### config.mk
export PLATFORM = sky130hd
export DESIGN_NAME = http_request_head_parser_core
export DESIGN_NICKNAME = d
export VERILOG_FILES = /design/src/hw/rtl/hrhp_pkg.sv /design/src/hw/rtl/http_request_head_parser_core.sv
export SDC_FILE = /design/constraint.sdc
export NUM_CORES = 1
export LEC_CHECK = 0
export ABC_AREA = 1
export ABC_CLOCK_PERIOD_IN_PS = 8450
export BUFFER_PORTS_ARGS = -buffer_cell sky130_fd_sc_hd__buf_2
export CORE_MARGIN = 2
export CORE_UTILIZATION = 45
export DETAILED_ROUTE_END_ITERATION = 10
export SYNTH_ARGS = -nofsm -noshare
export SYNTH_HDL_FRONTEND = slang
export SYNTH_SLANG_ARGS = --single-unit
### constraint.sdc
create_clock -name clk -period 8.45 [get_ports clk]
set_input_delay 1.2675 -clock clk [delete_from_list [all_inputs] [get_ports clk]]
set_output_delay 1.2675 -clock clk [all_outputs]
set_load 0.02 [all_outputs]
### src/hw/rtl/hrhp_pkg.sv
// ----------------------------------------------------------------------------
// hrhp_pkg
// Shared codes, widths and character-class helpers for the HTTP request
// head parser.
// ----------------------------------------------------------------------------
`default_nettype none

package hrhp_pkg;

  // Field widths of a request and of a result
  localparam int unsigned BYTE_W    = 8;
  localparam int unsigned STATUS_W  = 2;
  localparam int unsigned CLASS_W   = 3;
  localparam int unsigned VER_OUT_W = 16;

  // Packed stream widths (tdata padded to whole bytes)
  localparam int unsigned IN_TDATA_W  = 8;
  localparam int unsigned OUT_FIELD_W = STATUS_W + BYTE_W + 2 * VER_OUT_W;
  localparam int unsigned OUT_TDATA_W = ((OUT_FIELD_W + 7) / 8) * 8;
  localparam int unsigned OUT_TUSER_W = CLASS_W + 1;

  // Commands
  localparam logic CMD_CONSUME = 1'b0;
  localparam logic CMD_RESTART = 1'b1;

  // Status codes
  localparam logic [STATUS_W-1:0] ST_MORE = 2'd0;
  localparam logic [STATUS_W-1:0] ST_GOOD = 2'd1;
  localparam logic [STATUS_W-1:0] ST_BAD  = 2'd2;

  // Byte classes
  localparam logic [CLASS_W-1:0] CL_NONE   = 3'd0;
  localparam logic [CLASS_W-1:0] CL_METHOD = 3'd1;
  localparam logic [CLASS_W-1:0] CL_URI    = 3'd2;
  localparam logic [CLASS_W-1:0] CL_HNAME  = 3'd3;
  localparam logic [CLASS_W-1:0] CL_HVALUE = 3'd4;

  // Parse phases
  localparam int unsigned PHASE_W = 5;
  localparam logic [PHASE_W-1:0] PH_METHOD_START = 5'd0;
  localparam logic [PHASE_W-1:0] PH_METHOD       = 5'd1;
  localparam logic [PHASE_W-1:0] PH_URI          = 5'd2;
  localparam logic [PHASE_W-1:0] PH_V_H          = 5'd3;
  localparam logic [PHASE_W-1:0] PH_V_T1         = 5'd4;
  localparam logic [PHASE_W-1:0] PH_V_T2         = 5'd5;
  localparam logic [PHASE_W-1:0] PH_V_P          = 5'd6;
  localparam logic [PHASE_W-1:0] PH_V_SLASH      = 5'd7;
  localparam logic [PHASE_W-1:0] PH_MAJ_START    = 5'd8;
  localparam logic [PHASE_W-1:0] PH_MAJ          = 5'd9;
  localparam logic [PHASE_W-1:0] PH_MIN_START    = 5'd10;
  localparam logic [PHASE_W-1:0] PH_MIN          = 5'd11;
  localparam logic [PHASE_W-1:0] PH_NL1          = 5'd12;
  localparam logic [PHASE_W-1:0] PH_LINE_START   = 5'd13;
  localparam logic [PHASE_W-1:0] PH_LWS          = 5'd14;
  localparam logic [PHASE_W-1:0] PH_HNAME        = 5'd15;
  localparam logic [PHASE_W-1:0] PH_SP_VALUE     = 5'd16;
  localparam logic [PHASE_W-1:0] PH_HVALUE       = 5'd17;
  localparam logic [PHASE_W-1:0] PH_NL2          = 5'd18;
  localparam logic [PHASE_W-1:0] PH_NL3          = 5'd19;

  // Characters
  localparam logic [BYTE_W-1:0] CH_SP    = 8'h20;
  localparam logic [BYTE_W-1:0] CH_HT    = 8'h09;
  localparam logic [BYTE_W-1:0] CH_CR    = 8'h0D;
  localparam logic [BYTE_W-1:0] CH_LF    = 8'h0A;
  localparam logic [BYTE_W-1:0] CH_H     = 8'h48;
  localparam logic [BYTE_W-1:0] CH_T     = 8'h54;
  localparam logic [BYTE_W-1:0] CH_P     = 8'h50;
  localparam logic [BYTE_W-1:0] CH_SLASH = 8'h2F;
  localparam logic [BYTE_W-1:0] CH_DOT   = 8'h2E;
  localparam logic [BYTE_W-1:0] CH_COLON = 8'h3A;
  localparam logic [BYTE_W-1:0] CH_ZERO  = 8'h30;
  localparam logic [BYTE_W-1:0] CH_NINE  = 8'h39;
  localparam logic [BYTE_W-1:0] CH_DEL   = 8'h7F;
  localparam logic [BYTE_W-1:0] CH_CTL_MAX = 8'h1F;

  // One result item before packing
  typedef struct packed {
    logic [STATUS_W-1:0] status;
    logic [CLASS_W-1:0]  byte_class;
    logic                new_header;
  } step_res_t;

  function automatic logic is_ctl(input logic [BYTE_W-1:0] c);
    return (c <= CH_CTL_MAX) || (c == CH_DEL);
  endfunction

  function automatic logic is_num_char(input logic [BYTE_W-1:0] c);
    return (c >= CH_ZERO) && (c <= CH_NINE);
  endfunction

  function automatic logic is_special(input logic [BYTE_W-1:0] c);
    logic r;
    case (c)
      8'h28, 8'h29, 8'h3C, 8'h3E, 8'h40,
      8'h2C, 8'h3B, 8'h3A, 8'h5C, 8'h22,
      8'h2F, 8'h5B, 8'h5D, 8'h3F, 8'h3D,
      8'h7B, 8'h7D, 8'h20, 8'h09: r = 1'b1;
      default:                    r = 1'b0;
    endcase
    return r;
  endfunction

  function automatic logic is_token(input logic [BYTE_W-1:0] c);
    return !c[BYTE_W-1] && !is_ctl(c) && !is_special(c);
  endfunction

endpackage

`default_nettype wire

### src/hw/rtl/http_request_head_parser_core.sv
// ----------------------------------------------------------------------------
// http_request_head_parser_core
// Byte-at-a-time HTTP/1.0 request line and header checker with field
// classification and saturating version capture.
// ----------------------------------------------------------------------------
//
//  channel | ports                         | contents
//  --------+-------------------------------+-------------------------------------
//  in      | in_tvalid/in_tready/in_tdata  | one request byte, tuser = restart
//  out     | out_tvalid/out_tready/out_*   | status, echo, versions; tuser = class
//
// Each request passes an input register, then the phase logic into the result
// register; one request per cycle is sustained while out_tready stays high. The
// parse phase and version counts update as a request moves into the result
// register, so the next byte sees them in the following cycle.
// Reset (synchronous, rst_n low) returns the parser to method start with zero
// counts. A stalled result holds both stages; in_tready drops only when both
// are full and out_tready is low.
// ----------------------------------------------------------------------------
`default_nettype none

module http_request_head_parser_core #(
  parameter int unsigned VERSION_WIDTH = 16
) (
  input  wire logic                                 clk,
  input  wire logic                                 rst_n,
  // in_tdata: [7:0] data_in
  input  wire logic [hrhp_pkg::IN_TDATA_W-1:0]      in_tdata,
  // in_tuser: [0] command
  input  wire logic                                 in_tuser,
  input  wire logic                                 in_tvalid,
  output logic                                      in_tready,
  // out_tdata: [1:0] status, [9:2] data_out, [25:10] major_version,
  //            [41:26] minor_version, [47:42] zero
  output logic [hrhp_pkg::OUT_TDATA_W-1:0]          out_tdata,
  // out_tuser: [2:0] byte_class, [3] new_header
  output logic [hrhp_pkg::OUT_TUSER_W-1:0]          out_tuser,
  output logic                                      out_tvalid,
  input  wire logic                                 out_tready
);

  localparam int unsigned VW = VERSION_WIDTH;
  localparam int unsigned AW = VERSION_WIDTH + 4;
  localparam logic [AW-1:0] VMAX = {4'b0000, {VW{1'b1}}};

  // Input stage
  logic                          s1_valid_r;
  logic                          s1_cmd_r;
  logic [hrhp_pkg::BYTE_W-1:0]   s1_byte_r;
  logic                          s1_adv;

  // Parser state
  logic [hrhp_pkg::PHASE_W-1:0]  phase_r,  phase_nxt;
  logic                          hdr_seen_r, hdr_seen_nxt;
  logic [VW-1:0]                 major_r,  major_nxt;
  logic [VW-1:0]                 minor_r,  minor_nxt;

  // Result stage
  logic                               out_valid_r;
  logic [hrhp_pkg::OUT_TDATA_W-1:0]   out_data_r, out_data_nxt;
  logic [hrhp_pkg::OUT_TUSER_W-1:0]   out_user_r, out_user_nxt;

  hrhp_pkg::step_res_t           res;
  logic [hrhp_pkg::PHASE_W-1:0]  ph_try;
  logic                          hdr_try;
  logic [VW-1:0]                 maj_try, min_try;
  logic [AW-1:0]                 maj_acc, min_acc;
  logic [3:0]                    digit;
  logic [VW+15:0]                maj_ext, min_ext;

  assign s1_adv    = s1_valid_r && (!out_valid_r || out_tready);
  assign in_tready = !s1_valid_r || s1_adv;

  assign digit = s1_byte_r[3:0];

  // count*10 + digit, saturating at the count width
  always_comb begin
    maj_acc = ({4'b0000, major_r} << 3) + ({4'b0000, major_r} << 1) + AW'(digit);
    min_acc = ({4'b0000, minor_r} << 3) + ({4'b0000, minor_r} << 1) + AW'(digit);
    if (maj_acc > VMAX) maj_acc = VMAX;
    if (min_acc > VMAX) min_acc = VMAX;
  end

  always_comb begin
    res.status     = hrhp_pkg::ST_MORE;
    res.byte_class = hrhp_pkg::CL_NONE;
    res.new_header = 1'b0;
    ph_try         = phase_r;
    hdr_try        = hdr_seen_r;
    maj_try        = major_r;
    min_try        = minor_r;
    unique case (phase_r)
      hrhp_pkg::PH_METHOD_START: begin
        if (hrhp_pkg::is_token(s1_byte_r)) begin
          ph_try = hrhp_pkg::PH_METHOD;
          res.byte_class = hrhp_pkg::CL_METHOD;
        end else res.status = hrhp_pkg::ST_BAD;
      end
      hrhp_pkg::PH_METHOD: begin
        if (s1_byte_r == hrhp_pkg::CH_SP) ph_try = hrhp_pkg::PH_URI;
        else if (hrhp_pkg::is_token(s1_byte_r)) res.byte_class = hrhp_pkg::CL_METHOD;
        else res.status = hrhp_pkg::ST_BAD;
      end
      hrhp_pkg::PH_URI: begin
        if (s1_byte_r == hrhp_pkg::CH_SP) ph_try = hrhp_pkg::PH_V_H;
        else if (hrhp_pkg::is_ctl(s1_byte_r)) res.status = hrhp_pkg::ST_BAD;
        else res.byte_class = hrhp_pkg::CL_URI;
      end
      hrhp_pkg::PH_V_H: begin
        if (s1_byte_r == hrhp_pkg::CH_H) ph_try = hrhp_pkg::PH_V_T1;
        else res.status = hrhp_pkg::ST_BAD;
      end
      hrhp_pkg::PH_V_T1: begin
        if (s1_byte_r == hrhp_pkg::CH_T) ph_try = hrhp_pkg::PH_V_T2;
        else res.status = hrhp_pkg::ST_BAD;
      end
      hrhp_pkg::PH_V_T2: begin
        if (s1_byte_r == hrhp_pkg::CH_T) ph_try = hrhp_pkg::PH_V_P;
        else res.status = hrhp_pkg::ST_BAD;
      end
      hrhp_pkg::PH_V_P: begin
        if (s1_byte_r == hrhp_pkg::CH_P) ph_try = hrhp_pkg::PH_V_SLASH;
        else res.status = hrhp_pkg::ST_BAD;
      end
      hrhp_pkg::PH_V_SLASH: begin
        if (s1_byte_r == hrhp_pkg::CH_SLASH) begin
          maj_try = '0;
          min_try = '0;
          ph_try  = hrhp_pkg::PH_MAJ_START;
        end else res.status = hrhp_pkg::ST_BAD;
      end
      hrhp_pkg::PH_MAJ_START: begin
        if (hrhp_pkg::is_num_char(s1_byte_r)) begin
          maj_try = maj_acc[VW-1:0];
          ph_try  = hrhp_pkg::PH_MAJ;
        end else res.status = hrhp_pkg::ST_BAD;
      end
      hrhp_pkg::PH_MAJ: begin
        if (s1_byte_r == hrhp_pkg::CH_DOT) ph_try = hrhp_pkg::PH_MIN_START;
        else if (hrhp_pkg::is_num_char(s1_byte_r)) maj_try = maj_acc[VW-1:0];
        else res.status = hrhp_pkg::ST_BAD;
      end
      hrhp_pkg::PH_MIN_START: begin
        if (hrhp_pkg::is_num_char(s1_byte_r)) begin
          min_try = min_acc[VW-1:0];
          ph_try  = hrhp_pkg::PH_MIN;
        end else res.status = hrhp_pkg::ST_BAD;
      end
      hrhp_pkg::PH_MIN: begin
        if (s1_byte_r == hrhp_pkg::CH_CR) ph_try = hrhp_pkg::PH_NL1;
        else if (hrhp_pkg::is_num_char(s1_byte_r)) min_try = min_acc[VW-1:0];
        else res.status = hrhp_pkg::ST_BAD;
      end
      hrhp_pkg::PH_NL1: begin
        if (s1_byte_r == hrhp_pkg::CH_LF) ph_try = hrhp_pkg::PH_LINE_START;
        else res.status = hrhp_pkg::ST_BAD;
      end
      hrhp_pkg::PH_LINE_START: begin
        if (s1_byte_r == hrhp_pkg::CH_CR) ph_try = hrhp_pkg::PH_NL3;
        else if (hdr_seen_r && (s1_byte_r == hrhp_pkg::CH_SP ||
                                s1_byte_r == hrhp_pkg::CH_HT)) begin
          ph_try = hrhp_pkg::PH_LWS;
        end else if (hrhp_pkg::is_token(s1_byte_r)) begin
          hdr_try        = 1'b1;
          ph_try         = hrhp_pkg::PH_HNAME;
          res.byte_class = hrhp_pkg::CL_HNAME;
          res.new_header = 1'b1;
        end else res.status = hrhp_pkg::ST_BAD;
      end
      hrhp_pkg::PH_LWS: begin
        if (s1_byte_r == hrhp_pkg::CH_CR) ph_try = hrhp_pkg::PH_NL2;
        else if (s1_byte_r == hrhp_pkg::CH_SP || s1_byte_r == hrhp_pkg::CH_HT) begin
          ph_try = phase_r;
        end else if (hrhp_pkg::is_ctl(s1_byte_r)) res.status = hrhp_pkg::ST_BAD;
        else begin
          ph_try         = hrhp_pkg::PH_HVALUE;
          res.byte_class = hrhp_pkg::CL_HVALUE;
        end
      end
      hrhp_pkg::PH_HNAME: begin
        if (s1_byte_r == hrhp_pkg::CH_COLON) ph_try = hrhp_pkg::PH_SP_VALUE;
        else if (hrhp_pkg::is_token(s1_byte_r)) res.byte_class = hrhp_pkg::CL_HNAME;
        else res.status = hrhp_pkg::ST_BAD;
      end
      hrhp_pkg::PH_SP_VALUE: begin
        if (s1_byte_r == hrhp_pkg::CH_SP) ph_try = hrhp_pkg::PH_HVALUE;
        else res.status = hrhp_pkg::ST_BAD;
      end
      hrhp_pkg::PH_HVALUE: begin
        if (s1_byte_r == hrhp_pkg::CH_CR) ph_try = hrhp_pkg::PH_NL2;
        else if (hrhp_pkg::is_ctl(s1_byte_r)) res.status = hrhp_pkg::ST_BAD;
        else res.byte_class = hrhp_pkg::CL_HVALUE;
      end
      hrhp_pkg::PH_NL2: begin
        if (s1_byte_r == hrhp_pkg::CH_LF) ph_try = hrhp_pkg::PH_LINE_START;
        else res.status = hrhp_pkg::ST_BAD;
      end
      hrhp_pkg::PH_NL3: begin
        res.status = (s1_byte_r == hrhp_pkg::CH_LF) ? hrhp_pkg::ST_GOOD
                                                    : hrhp_pkg::ST_BAD;
      end
      default: res.status = hrhp_pkg::ST_BAD;
    endcase

    // A finished or broken head keeps its phase; the fail paths never touch counts
    if (res.status != hrhp_pkg::ST_MORE) begin
      res.byte_class = hrhp_pkg::CL_NONE;
      res.new_header = 1'b0;
      ph_try         = phase_r;
    end

    if (s1_cmd_r == hrhp_pkg::CMD_RESTART) begin
      res.status     = hrhp_pkg::ST_MORE;
      res.byte_class = hrhp_pkg::CL_NONE;
      res.new_header = 1'b0;
      ph_try         = hrhp_pkg::PH_METHOD_START;
      hdr_try        = 1'b0;
      maj_try        = '0;
      min_try        = '0;
    end
  end

  // Commit state only when the request moves into the result register
  always_comb begin
    phase_nxt    = phase_r;
    hdr_seen_nxt = hdr_seen_r;
    major_nxt    = major_r;
    minor_nxt    = minor_r;
    if (s1_adv) begin
      phase_nxt    = ph_try;
      hdr_seen_nxt = hdr_try;
      major_nxt    = maj_try;
      minor_nxt    = min_try;
    end
  end

  assign maj_ext = {16'd0, maj_try};
  assign min_ext = {16'd0, min_try};

  always_comb begin
    out_data_nxt = '0;
    out_data_nxt[hrhp_pkg::OUT_FIELD_W-1:0] =
      {min_ext[15:0], maj_ext[15:0], s1_byte_r, res.status};
    out_user_nxt = {res.new_header, res.byte_class};
  end

  always_ff @(posedge clk) begin
    if (!rst_n) begin
      s1_valid_r  <= 1'b0;
      out_valid_r <= 1'b0;
      phase_r     <= hrhp_pkg::PH_METHOD_START;
      hdr_seen_r  <= 1'b0;
      major_r     <= '0;
      minor_r     <= '0;
    end else begin
      if (in_tready) s1_valid_r <= in_tvalid;
      if (s1_adv) out_valid_r <= 1'b1;
      else if (out_tready) out_valid_r <= 1'b0;
      phase_r    <= phase_nxt;
      hdr_seen_r <= hdr_seen_nxt;
      major_r    <= major_nxt;
      minor_r    <= minor_nxt;
    end
  end

  // Payload registers: hold unless a new request lands
  always_ff @(posedge clk) begin
    if (in_tready && in_tvalid) begin
      s1_cmd_r  <= in_tuser;
      s1_byte_r <= in_tdata[hrhp_pkg::BYTE_W-1:0];
    end
    if (s1_adv) begin
      out_data_r <= out_data_nxt;
      out_user_r <= out_user_nxt;
    end
  end

  assign out_tvalid = out_valid_r;
  assign out_tdata  = out_data_r;
  assign out_tuser  = out_user_r;

  // --------------------------------------------------------------------------
  // Assertions
  // --------------------------------------------------------------------------
  a_status_code: assert property (@(posedge clk) disable iff (!rst_n)
    out_tvalid |-> (out_tdata[1:0] != 2'd3))
    else $error("result status out of range");

  a_fail_no_class: assert property (@(posedge clk) disable iff (!rst_n)
    (out_tvalid && out_tdata[1:0] != hrhp_pkg::ST_MORE) |->
      (out_tuser == '0))
    else $error("finished or malformed byte carries a class");

  a_new_hdr_name: assert property (@(posedge clk) disable iff (!rst_n)
    (out_tvalid && out_tuser[hrhp_pkg::CLASS_W]) |->
      (out_tuser[hrhp_pkg::CLASS_W-1:0] == hrhp_pkg::CL_HNAME))
    else $error("new header flag outside a header name");

  a_restart_clears: assert property (@(posedge clk) disable iff (!rst_n)
    (s1_adv && s1_cmd_r == hrhp_pkg::CMD_RESTART) |=>
      (phase_r == hrhp_pkg::PH_METHOD_START && !hdr_seen_r &&
       major_r == '0 && minor_r == '0))
    else $error("restart did not clear parser state");

  a_bad_holds_phase: assert property (@(posedge clk) disable iff (!rst_n)
    (s1_adv && res.status == hrhp_pkg::ST_BAD) |=> $stable(phase_r))
    else $error("malformed byte moved the parse phase");

endmodule

`default_nettype wire

Yosys cells after proc, flatten, opt, wreduce, memory -nomap -nowiden
Index checks and enable logic that the tools add are counted.
- bitwise operators: 1
- muxes and demuxes: 84
- reductions and logical operators: 35
- magnitude comparators: 5
- equality and inequality tests: 67
- add/sub/neg operators: 4
- operators by type and width (operator ; number):
    two-way mux 16 bit ; 10
    two-way mux 5 bit ; 30
    equality test 8 x 6 -> 1 bit, second input constant ; 13
    case mux 16 bit (3 select lines) ; 2
    case mux 5 bit (18 select lines) ; 1
    equality test 8 x 7 -> 1 bit, second input constant ; 10
    inequality test 3 bit, second input constant ; 15
    adder 19 x 17 -> 20 bit ; 2
    adder 20 x 4 -> 20 bit ; 2
    equality test 5 x 4 -> 1 bit, second input constant ; 8
    > comparator 20 x 16 -> 1 bit, second input constant ; 2
    two-way mux 2 bit ; 17
    case mux 2 bit (17 select lines) ; 1
    equality test 8 x 4 -> 1 bit, second input constant ; 3
    AND reduction 22 bit ; 1
    case mux 3 bit (7 select lines) ; 1
    equality test 5 x 3 -> 1 bit, second input constant ; 4
    equality test 5 bit, second input constant ; 4
    nonzero test 19 bit ; 1
    OR reduction 19 bit ; 1
    two-way mux 1 bit ; 18
    two-way mux 6 bit ; 2
    equality test 5 x 2 -> 1 bit, second input constant ; 2
    logical AND 1 bit ; 9
    other kinds (17) ; 37
- output and inout bits: 54
- bits in registers: 95
- logic and storage cells: 208

Longest topological paths before layout
Gate-level depths: netlist (run 1).
- depth after elaboration: 15
- gate-level depth with buffers: 18
- gate-level depth less buffers: 17

Least setup slack after synthesis (run 1)
Ideal clock, no wire load.
- path type: in2reg
- start: in out_tready
- end: reg out_data_r (netlist bit out_tdata[0]) (enable)
- data arrival time: 3.262 ns
- buffers on the path: 2
- setup slack: 4.760 ns
- setup time: 0.428 ns
- stages: 6
- cells stage by stage: inv_1 nand2_1 nand2_1 inv_1 clkbuf_1 clkbuf_1
- cells in the longest elaborated chain, start to end: 2
- ends and longest elaborated chain (element ; RTL line ; RTL):
    from (decl) ; http_request_head_parser_core.sv:39 ; input wire logic out_tready
    logical OR 1 bit ; http_request_head_parser_core.sv:71 ; assign s1_adv = s1_valid_r && (!out_valid_r || out_tready);
    logical AND 1 bit ; http_request_head_parser_core.sv:71 ;
    named net s1_adv ; http_request_head_parser_core.sv:50 ; logic s1_adv;
    to (signal assigned) ; http_request_head_parser_core.sv:273 ; out_data_r <= out_data_nxt;
    to (decl) ; http_request_head_parser_core.sv:60 ; logic [hrhp_pkg::OUT_TDATA_W-1:0] out_data_r, out_data_nxt;
The timed path passes the listed nets, and every way through them passes these cells.
A chain may end at the register's enable or synchronous reset.

Worst setup path in the final report (run 1)
- start: reg s1_byte_r[3] (netlist bit)
- end: reg out_data_r (netlist bit out_tdata[12]) (data pin)
- cells in the longest elaborated chain, start to end: 7
- elaborated cells on any way between the ends: 13
- ends and longest elaborated chain (element ; RTL line ; RTL):
    from (decl) ; http_request_head_parser_core.sv:49 ; logic [hrhp_pkg::BYTE_W-1:0] s1_byte_r;
    from (signal assigned) ; http_request_head_parser_core.sv:270 ; s1_byte_r <= in_tdata[hrhp_pkg::BYTE_W-1:0];
    adder 20 x 4 -> 20 bit ; http_request_head_parser_core.sv:78 ; maj_acc = ({4'b0000, major_r} << 3) + ({4'b0000, major_r} << 1) + AW'(digit);
    > comparator 20 x 16 -> 1 bit ; http_request_head_parser_core.sv:80 ; if (maj_acc > VMAX) maj_acc = VMAX;
    two-way mux 16 bit ; http_request_head_parser_core.sv:80 ;
    two-way mux 16 bit ; http_request_head_parser_core.sv:133, http_request_head_parser_core.sv:140 ;
    two-way mux 16 bit ; http_request_head_parser_core.sv:139 ; if (s1_byte_r == hrhp_pkg::CH_DOT) ph_try = hrhp_pkg::PH_MIN_START;
    case mux 16 bit (3 select lines) * ; http_request_head_parser_core.sv:92 ; unique case (phase_r)
    two-way mux 16 bit * ; http_request_head_parser_core.sv:212 ; if (s1_cmd_r == hrhp_pkg::CMD_RESTART) begin
    named net maj_try[2] ; http_request_head_parser_core.sv:66 ; logic [VW-1:0] maj_try, min_try;
The timed path passes the listed nets; every way through them passes the cells marked *.

==> results.json, run 1 <==
{
  "std_cell_rows": 49,
  "yosys_warnings": 0,
  "grt_pass1_wl_mm": 34.90,
  "p_int_mw": 0.8372,
  "clkPwrFrac_pct": 34.4,
  "h-tree-depth": 3,
  "grt_use_total_pct": 22.21,
  "p_per_area_nw_per_um2": 140.3,
  "leakagePower_nw": 4.859,
  "hold_path_class": "reg -> reg",
  "worstHoldStart": "s1_byte_r[7]",
  "worst_pin_slew_ps": 832.9,
  "synth_ff_type": "edfxtp_1",
  "port-buffer-count": 60,
  "synth_cells": 1231,
  "cts-root-buf": "clkbuf_16",
  "post-route-util_pct": 49.60,
  "crit_fanout": 16,
  "netSwitchingFraction_pct": 32.31,
  "grt_max_degree": 67,
  "holdPathStages": 0,
  "relSlewSlack_pct": 44.39,
  "cts.reportedPaths.clkPinSlew_ps": 70,
  "syn-cell-area_um2": 8080,
  "finalHoldViolations": 0,
  "synth_top_area_share_pct": 20.44,
  "synthMostInstantiatedCell": "nand2_1",
  "rr_worst_depth": 16,
  "synthDistinctLibCells": 49,
  "worstSetupPathType": "reg -> reg",
  "async_flop_share_pct": 0,
  "postRouteAntennaNets": 0,
  "syn_area_per_cell_um2": 6.564,
  "vias": 7666,
  "post_cts_resized": 0,
  "ys_ff_latch": 95,
  "drtPass1Iterations": 5,
  "num_io_pins": 67,
  "drc": 0,
  "critPathLaunch": "s1_byte_r[3]",
  "r2r-start": "s1_byte_r[3]",
  "antenna_found_initial": 0,
  "viasPerCell": 5.087,
  "finalPower_mw": 1.237,
  "cpPeakStageDelay_ps": 600,
  "required_ps": 8560,
  "gp_congestion": 0.9115,
  "die_y_um": 138,
  "worst_path_most_repeated_cell": "nand2_1",
  "coreArea_um2": 17780,
  "crit_path_cell_trace": "fa_1, fa_1, nand2_1, nand2_1, nand3b_1, nand2_1, nand2_1, nand2_1, nand2_1, nand2_1, nor2_2, nand3_1, nand3_1, nand2_1, nand2_1, inv_1",
  "synth_edf_count": 55,
  "finalClockSkew_ps": 12.75,
  "max_cap_violations": 0,
  "yosys.area.top_type": "edfxtp_1",
  "final_net_count": 1352,
  "drive_gt1_share_pct": 10.88,
  "p_comb_share_pct": 21.5,
  "fmax_ghz": 0.2789,
  "path_buf_inv": 1,
  "status": "finished clean",
  "cts_tree": "built",
  "yosys-top-cells-count": "382 x nand2_1, 188 x inv_1, 112 x nand3_1, 96 x nor2_1, 71 x a21oi_1",
  "seqPwrFrac_pct": 44.1,
  "cp_slowest_cell": "nor2_2",
  "yosys-top-cells-area": "edfxtp_1 20%, nand2_1 18%, dfxtp_1 9.9%",
  "die_w_um": 138,
  "hold_buffers": 0,
  "finalSetupTns_ps": 0,
  "cts.sinks": 95,
  "areaGrowthSynthToFinish_pct": 9.136,
  "irDropWorstVdd_mv": 0.09242,
  "p_switching_mw": 0.3997,
  "initial_core_util_pct": 45.45,
  "insertion_delay_ps": 350,
  "cp.depth": 16,
  "setup_viol": 0,
  "fin_crit_ps": 3585,
  "wire_per_inst_um": 14.05,
  "cts_inserted_buffers": 9,
  "crit_arrival_ps": 3690,
  "post-cts-setup-buffers": 0,
  "start_kind": "flop",
  "die-area_um2": 19040,
  "drt_iter0_drc": 532,
  "post-route-period-util_pct": 42.43,
  "maxSlewViolCount": 0,
  "diodes": 0,
  "end_kind": "flop",
  "place_hpwl_mm": 15.69,
  "cts.path.max_buffers": 2,
  "rsz0062_at_grt": "no",
  "grt_pass1_vias": 6830,
  "hold_slack_ps": 486.2,
  "critical_path.top_delay_family": "simple AND/OR/NAND/NOR gates",
  "route.final.wire_length_mm": 21.17,
  "ys_seq_area_share_pct": 30.35,
  "overflow": 0
}
-- cells by family after synthesis --
group                      Yosys count  share of synthesized area (%)
buffers and inverters              241                          11.94
xor gates and xnor gates            12                          1.301
AOI/OAI and AO/OA                  156                          10.25
DFF                                 95                          30.35
adders and majority gates           66                          10.59
other                                1                        0.04641
and+or+nand+nor                    660                          35.52
-- area by class of cell --
type                       count  area [um2]
clock buffer                   9       225.2
clock inverter                 7       80.08
fill                        1847        8961
inverter                     205       774.5
multi-input combinational    900        4684
sequential                    95        2452
tap                          229       286.5
timing repair buffer          62       315.3
-- flip-flops by register name, summed over array words and instances (netlist names) --
signal      cells
hdr_seen_r      1
major_r        16
minor_r        16
out_tdata      42
out_tuser       4
out_tvalid      1
phase_r         5
s1_byte_r       8
s1_cmd_r        1
s1_valid_r      1
-- power by group through the flow --
stage	clock (mW)	combinational [mW]	sequential, mW
final	0.425	0.266	0.545
after global routing	0.454	0.304	0.549
after CTS	0.435	0.267	0.545
after detailed placement	0	0.265	0.556
after global placement	0	0.264	0.556
after floorplan	0	0.193	0.562
-- worst reg2reg max path, delay by kind of cell, from the launching register on --
family,cells,cell delay (ps)
and+or+nand+nor,13,1690
adders and majority gates,2,1060
DFF,1,540
buffers and inverters,1,50
-- cells in the final DEF (no fill, tap or decap), drive strengths merged --
cell type and instances:
a21oi 73, nand4 6, conb 6, o211ai 2
clkinvlp 2, edfxtp 55, xnor2 1, and2 2
and3 1, nand2 394, nor2 109, or2 3
a211oi 1, clkbuf 9, o2111ai 1, nor4 1
o21ai 75, a31oi 1, inv 206, nand3 115
o21bai 2, fa 4, dfxtp 40, a31o 1
clkinv 3, ha 62, buf 62, nor3 24
xor2 11, nand3b 5, bufinv 1
-- path summary, 6_finish.rpt --
path / slack [ps] / to
worst max-delay path: 4870 / out_tdata[12]
worst min register to register: 490 / out_tdata[9]
worst min-delay path: 490 / out_tdata[9]
worst max register to register: 4870 / out_tdata[12]
-- per-stage QoR --
step,setup WS (ps),cell area (um2),std cells
4_1_cts,4882,8818,1507
3_3_place_gp,4962,8513,1491
2_1_floorplan,4760,8099,1236
5_1_grt,4575,8818,1507
6_report,4865,8818,1507
3_5_place_dp,4902,8513,1491
-- routing by layer --
layer | wire [um] | GRT usage (%) | up-vias
met1 | 10570 | 32.09 | 3451
li1 | - | - | 4018
met3 | 840 | 3.083 | 28
met5 | 0 | 0 | -
met2 | 9415 | 35.10 | 169
met4 | 338 | 5.747 | 0
Power figures use the tool's default switching activity.
==> run 2, diff against run 1 <==
--- a/config.mk
+++ b/config.mk
@@ -6,7 +6,7 @@
 export NUM_CORES = 1
 export LEC_CHECK = 0
 export ABC_AREA = 1
-export ABC_CLOCK_PERIOD_IN_PS = 8450
+export ABC_CLOCK_PERIOD_IN_PS = 3600
 export BUFFER_PORTS_ARGS = -buffer_cell sky130_fd_sc_hd__buf_2
 export CORE_MARGIN = 2
 export CORE_UTILIZATION = 45
==> constraint.sdc (replaced) <==
create_clock -name clk -period 3.6 [get_ports clk]
set_input_delay 0.54 -clock clk [delete_from_list [all_inputs] [get_ports clk]]
set_output_delay 0.54 -clock clk [all_outputs]
set_load 0.02 [all_outputs]
==> results.json, run 2 (synthesis results as in run 1) <==
{
  "relSlewSlack_pct": 45.90,
  "crit_arrival_ps": 3390,
  "drive_gt1_share_pct": 11.28,
  "die-area_um2": 19040,
  "layout_common_cells": "381 x nand2_1, 187 x inv_1, 112 x nand3_1",
  "place_hpwl_mm": 15.82,
  "worst_slack_ps": 336.1,
  "multi_input_area_um2": 4684,
  "cts_tree": "built",
  "cts.reportedPaths.clkPinSlew_ps": 80,
  "wire_per_inst_um": 14.07,
  "layout_commonest_cell": "nand2_1",
  "initial_core_util_pct": 45.45,
  "post-route-util_pct": 49.79,
  "grt_pass1_wl_mm": 35.96,
  "worstSetupPathType": "reg -> reg",
  "vias": 7644,
  "cts_inserted_buffers": 9,
  "final_net_count": 1359,
  "critPathLaunch": "s1_byte_r[3]",
  "grt_use_total_pct": 22.91,
  "largest_register_ffs": 42,
  "diodes": 0,
  "cts.path.max_buffers": 2,
  "status": "finished clean",
  "rrSetupSlack_ps": 340,
  "end_kind": "flop",
  "viasPerCell": 5.049,
  "finalSetupTns_ps": 0,
  "hold_slack_ps": 346.2,
  "drc": 0,
  "die_y_um": 138,
  "areaGrowthSynthToFinish_pct": 9.554,
  "post_cts_resized": 0,
  "rsz0062_at_grt": "no",
  "post-cts-setup-buffers": 0,
  "worst_pin_slew_ps": 810.3,
  "coreArea_um2": 17780,
  "finalHoldViolations": 0,
  "h-tree-depth": 3,
  "start_kind": "flop",
  "finalClockSkew_ps": 13.34,
  "insertion_delay_ps": 360,
  "crit_end": "out_tdata[36]",
  "worstHoldStart": "in_tuser",
  "place_ws_ps": 358.6,
  "rr_worst_depth": 17,
  "irDropWorstVdd_mv": 0.2888,
  "port-buffer-count": 60,
  "p_per_area_nw_per_um2": 320.7,
  "required_ps": 3720,
  "fmax_ghz": 0.3064,
  "reg2reg_to": "out_tdata[36]",
  "grt_pass1_vias": 7112,
  "gp_congestion": 0.9045,
  "max_cap_violations": 0,
  "num_io_pins": 67,
  "fin_crit_ps": 3264,
  "leakagePower_nw": 4.879,
  "drtPass1Iterations": 5,
  "route.final.wire_length_mm": 21.31,
  "setup_viol": 0,
  "fillCellCount": 1870,
  "die_w_um": 138,
  "overflow": 0,
  "cts-root-buf": "clkbuf_16",
  "hold_buffers": 0,
  "cts.sinks": 95,
  "drt_iter0_drc": 572,
  "antenna_found_initial": 0,
  "hold_path_class": "in -> reg",
  "postRouteAntennaNets": 0,
  "r2r-start": "s1_byte_r[3]",
  "crit_fanout": 12,
  "regArea_um2": 2452,
  "grt_max_degree": 50,
  "post-route-period-util_pct": 90.66,
  "std_cell_rows": 49,
  "maxSlewViolCount": 0
}
==> run 2: power by group <==
group / internal, mW / switching, mW / total [mW]
clock network: 0.471 / 0.447 / 0.918
registers: 1.21 / 0.0636 / 1.28
logic: 0.215 / 0.427 / 0.642
==> run 2: through the flow <==
stage               cell area [um2]  std cells  power [mW]
finish                         8852       1514       2.839
global route                   8852       1514       2.992
CTS                            8852       1514       2.858
detailed placement             8578       1498       1.940
global placement               8578       1498       1.940
floorplan                      8099       1236       1.772
==> run 2: cell type report <==
type | instances | area share (%)
Tap cell | 229 | 3.237
Clock inverter | 6 | 0.5088
Timing Repair Buffer | 69 | 4.297
Multi-Input combinational cell | 900 | 52.92
Sequential cell | 95 | 27.70
Inverter | 205 | 8.749
Clock buffer | 10 | 2.587
==> run 2: worst max-delay path: stages, from the launching register on <==
cell and delay (ps):
edfxtp_1 550, fa_1 580, fa_1 440, nand2_1 130, nand2_1 80, nand3b_1 90
nand2_1 100, nand2_1 100, nand2_1 50, nand2_1 60, nand2_1 50, nor2_2 200
buf_4 240, nand3_1 100, nand3_1 80, nand2_1 50, nand2_1 70, inv_1 50
==> run 2: worst min-delay path by stage <==
stage                        end  depth (start not counted)
detailed placement  out_tdata[9]                          0
global route            s1_cmd_r                          1
floorplan           out_tdata[9]                          0
finish                  s1_cmd_r                          1
CTS                     s1_cmd_r                          1
global placement    out_tdata[9]                          0
==> run 2: layer usage <==
metal  wire, um  share of wire [%]  vias up  GRT usage [%]
met2       9520                 45      155          36.76
met3        741                3.5       20          3.083
met4        289                1.4        0          5.800
met5          0                  0        -              0
met1      10760                 50     3436          32.79
li1           -                  -     4033              -
==> run 3, diff against run 2 <==
--- a/config.mk
+++ b/config.mk
@@ -11,6 +11,7 @@
 export CORE_MARGIN = 2
 export CORE_UTILIZATION = 45
 export DETAILED_ROUTE_END_ITERATION = 10
+export REMOVE_ABC_BUFFERS = 1
 export SYNTH_ARGS = -nofsm -noshare
 export SYNTH_HDL_FRONTEND = slang
 export SYNTH_SLANG_ARGS = --single-unit
==> results.json, run 3 (synthesis results as in run 1) <==
{
  "grt_max_degree": 63,
  "crit_path_cell_trace": "fa_1, fa_1, nand2_1, nand2_1, nand3_1, nand2_1, nand2_1, nand2_1, nand2_1, nand2_1, nor2_2, buf_4, nand3_1, nand3_1, nand2_1, nand2_1, inv_1",
  "overflow": 0,
  "post-cts-setup-buffers": 0,
  "post-route-period-util_pct": 89.43,
  "worstSetupPathType": "reg -> reg",
  "std_cell_rows": 49,
  "r2r-start": "s1_byte_r[3]",
  "postRouteAntennaNets": 0,
  "cts_inserted_buffers": 9,
  "num_io_pins": 67,
  "drt_iter0_drc": 538,
  "rsz0062_at_grt": "no",
  "cp_slowest_cell": "fa_1",
  "drc": 0,
  "required_ps": 3710,
  "fin_crit_ps": 3219,
  "vias": 7604,
  "worst_slack_ps": 380.6,
  "grt_pass1_vias": 6871,
  "cts_tree": "built",
  "setup_viol": 0,
  "fmax_ghz": 0.3106,
  "initial_core_util_pct": 45.45,
  "insertion_delay_ps": 350,
  "dp.cells": 1500,
  "areaGrowthSynthToFinish_pct": 9.895,
  "h-tree-depth": 3,
  "hold_buffers": 0,
  "cpPeakStageDelay_ps": 580,
  "worst_pin_slew_ps": 826.1,
  "leakagePower_nw": 4.902,
  "viasPerCell": 5.016,
  "post_cts_resized": 0,
  "max_cap_violations": 0,
  "final_cells": 1516,
  "grt_use_total_pct": 22.10,
  "layout_common_cells": "381 x nand2_1, 187 x inv_1, 112 x nand3_1",
  "worstHoldStart": "in_tdata[0]",
  "wire_per_inst_um": 13.89,
  "relSlewSlack_pct": 44.93,
  "worst_path_most_repeated_cell": "nand2_1",
  "crit_fanout": 16,
  "crit_arrival_ps": 3330,
  "die-area_um2": 19040,
  "status": "finished clean",
  "route.final.wire_length_mm": 21.06,
  "start_kind": "flop",
  "drive_gt1_share_pct": 11.50,
  "grt_pass1_wl_mm": 34.87,
  "antenna_found_initial": 0,
  "coreArea_um2": 17780,
  "die_w_um": 138,
  "largest_register_ffs": 42,
  "port-buffer-count": 60,
  "finalHoldViolations": 0,
  "critPathLaunch": "s1_byte_r[3]",
  "cts.sinks": 95,
  "p_per_area_nw_per_um2": 324.1,
  "finalClockSkew_ps": 12.61,
  "cts.reportedPaths.clkPinSlew_ps": 70,
  "end_kind": "flop",
  "hold_path_class": "in -> reg",
  "place_ws_ps": 391.1,
  "die_y_um": 138,
  "diodes": 0,
  "finalSetupTns_ps": 0,
  "maxSlewViolCount": 0,
  "cts-root-buf": "clkbuf_16",
  "place_hpwl_mm": 15.57,
  "layout_commonest_cell": "nand2_1",
  "irDropWorstVdd_mv": 0.2374,
  "drtPass1Iterations": 5,
  "final_net_count": 1361,
  "cts.path.max_buffers": 2,
  "gp_congestion": 0.9477
}
run 3: changes by cell type in the layout (fill, tap and decap cells not counted), sizes merged:
| cell | delta |
|---|---|
| inv | +3 |
| clkbuf | -1 |
| clkinvlp | -2 |
| buf | +2 |
run 3: worst paths after layout:
path | slack (ps) | depth (start not counted) | end
worst max-delay path | 380 | 17 | out_tdata[21]
worst min-delay path | 350 | 1 | s1_byte_r[0]
worst max register to register | 380 | 17 | out_tdata[21]
worst min register to register | 460 | 0 | out_tdata[9]
run 3: critical path: cells and delay by family (launching register included):
family | cells | cell delay (ps)
simple gates | 13 | 1130
fa+ha+maj | 2 | 1020
flops | 1 | 540
buf+inv | 2 | 280
run 3: layout make-up:
cell class | count | area, um2
clock buffer | 9 | 225.2
clock inverter | 7 | 61.31
fill | 1843 | 8900
inverter | 205 | 774.5
multi-input combinational | 900 | 4684
sequential | 95 | 2452
tap | 229 | 286.5
timing repair buffer | 71 | 395.4
run 3: per-stage QoR:
step                      power (mW)  utilization (%)  hold WS (ps)  instance area, um2
after global placement         1.946            48.33         434.8                8593
after global routing           3.045            49.94         345.7                8880
final                          2.877            49.94         354.2                8880
after CTS                      2.903            49.94         348.0                8880
after floorplan                1.756                -         426.4                7906
after detailed placement       1.946            48.33         438.6                8593
run 3: routing by layer:
layer  routed length [um]  part of all wire [%]  GRT usage (%)  vias to the layer above
met1                10560                    50          32.04                     3386
met3                  743                   3.5          2.806                       31
met5                    0                     0              0                        -
met4                  458                   2.2          7.035                        0
li1                     -                     -              -                     4037
met2                 9298                    44          34.37                      150
run 3: report_power, final:
part / switching [mW] / internal, mW
Sequential: 0.0642 / 1.21
Combinational: 0.428 / 0.223
Clock: 0.464 / 0.484
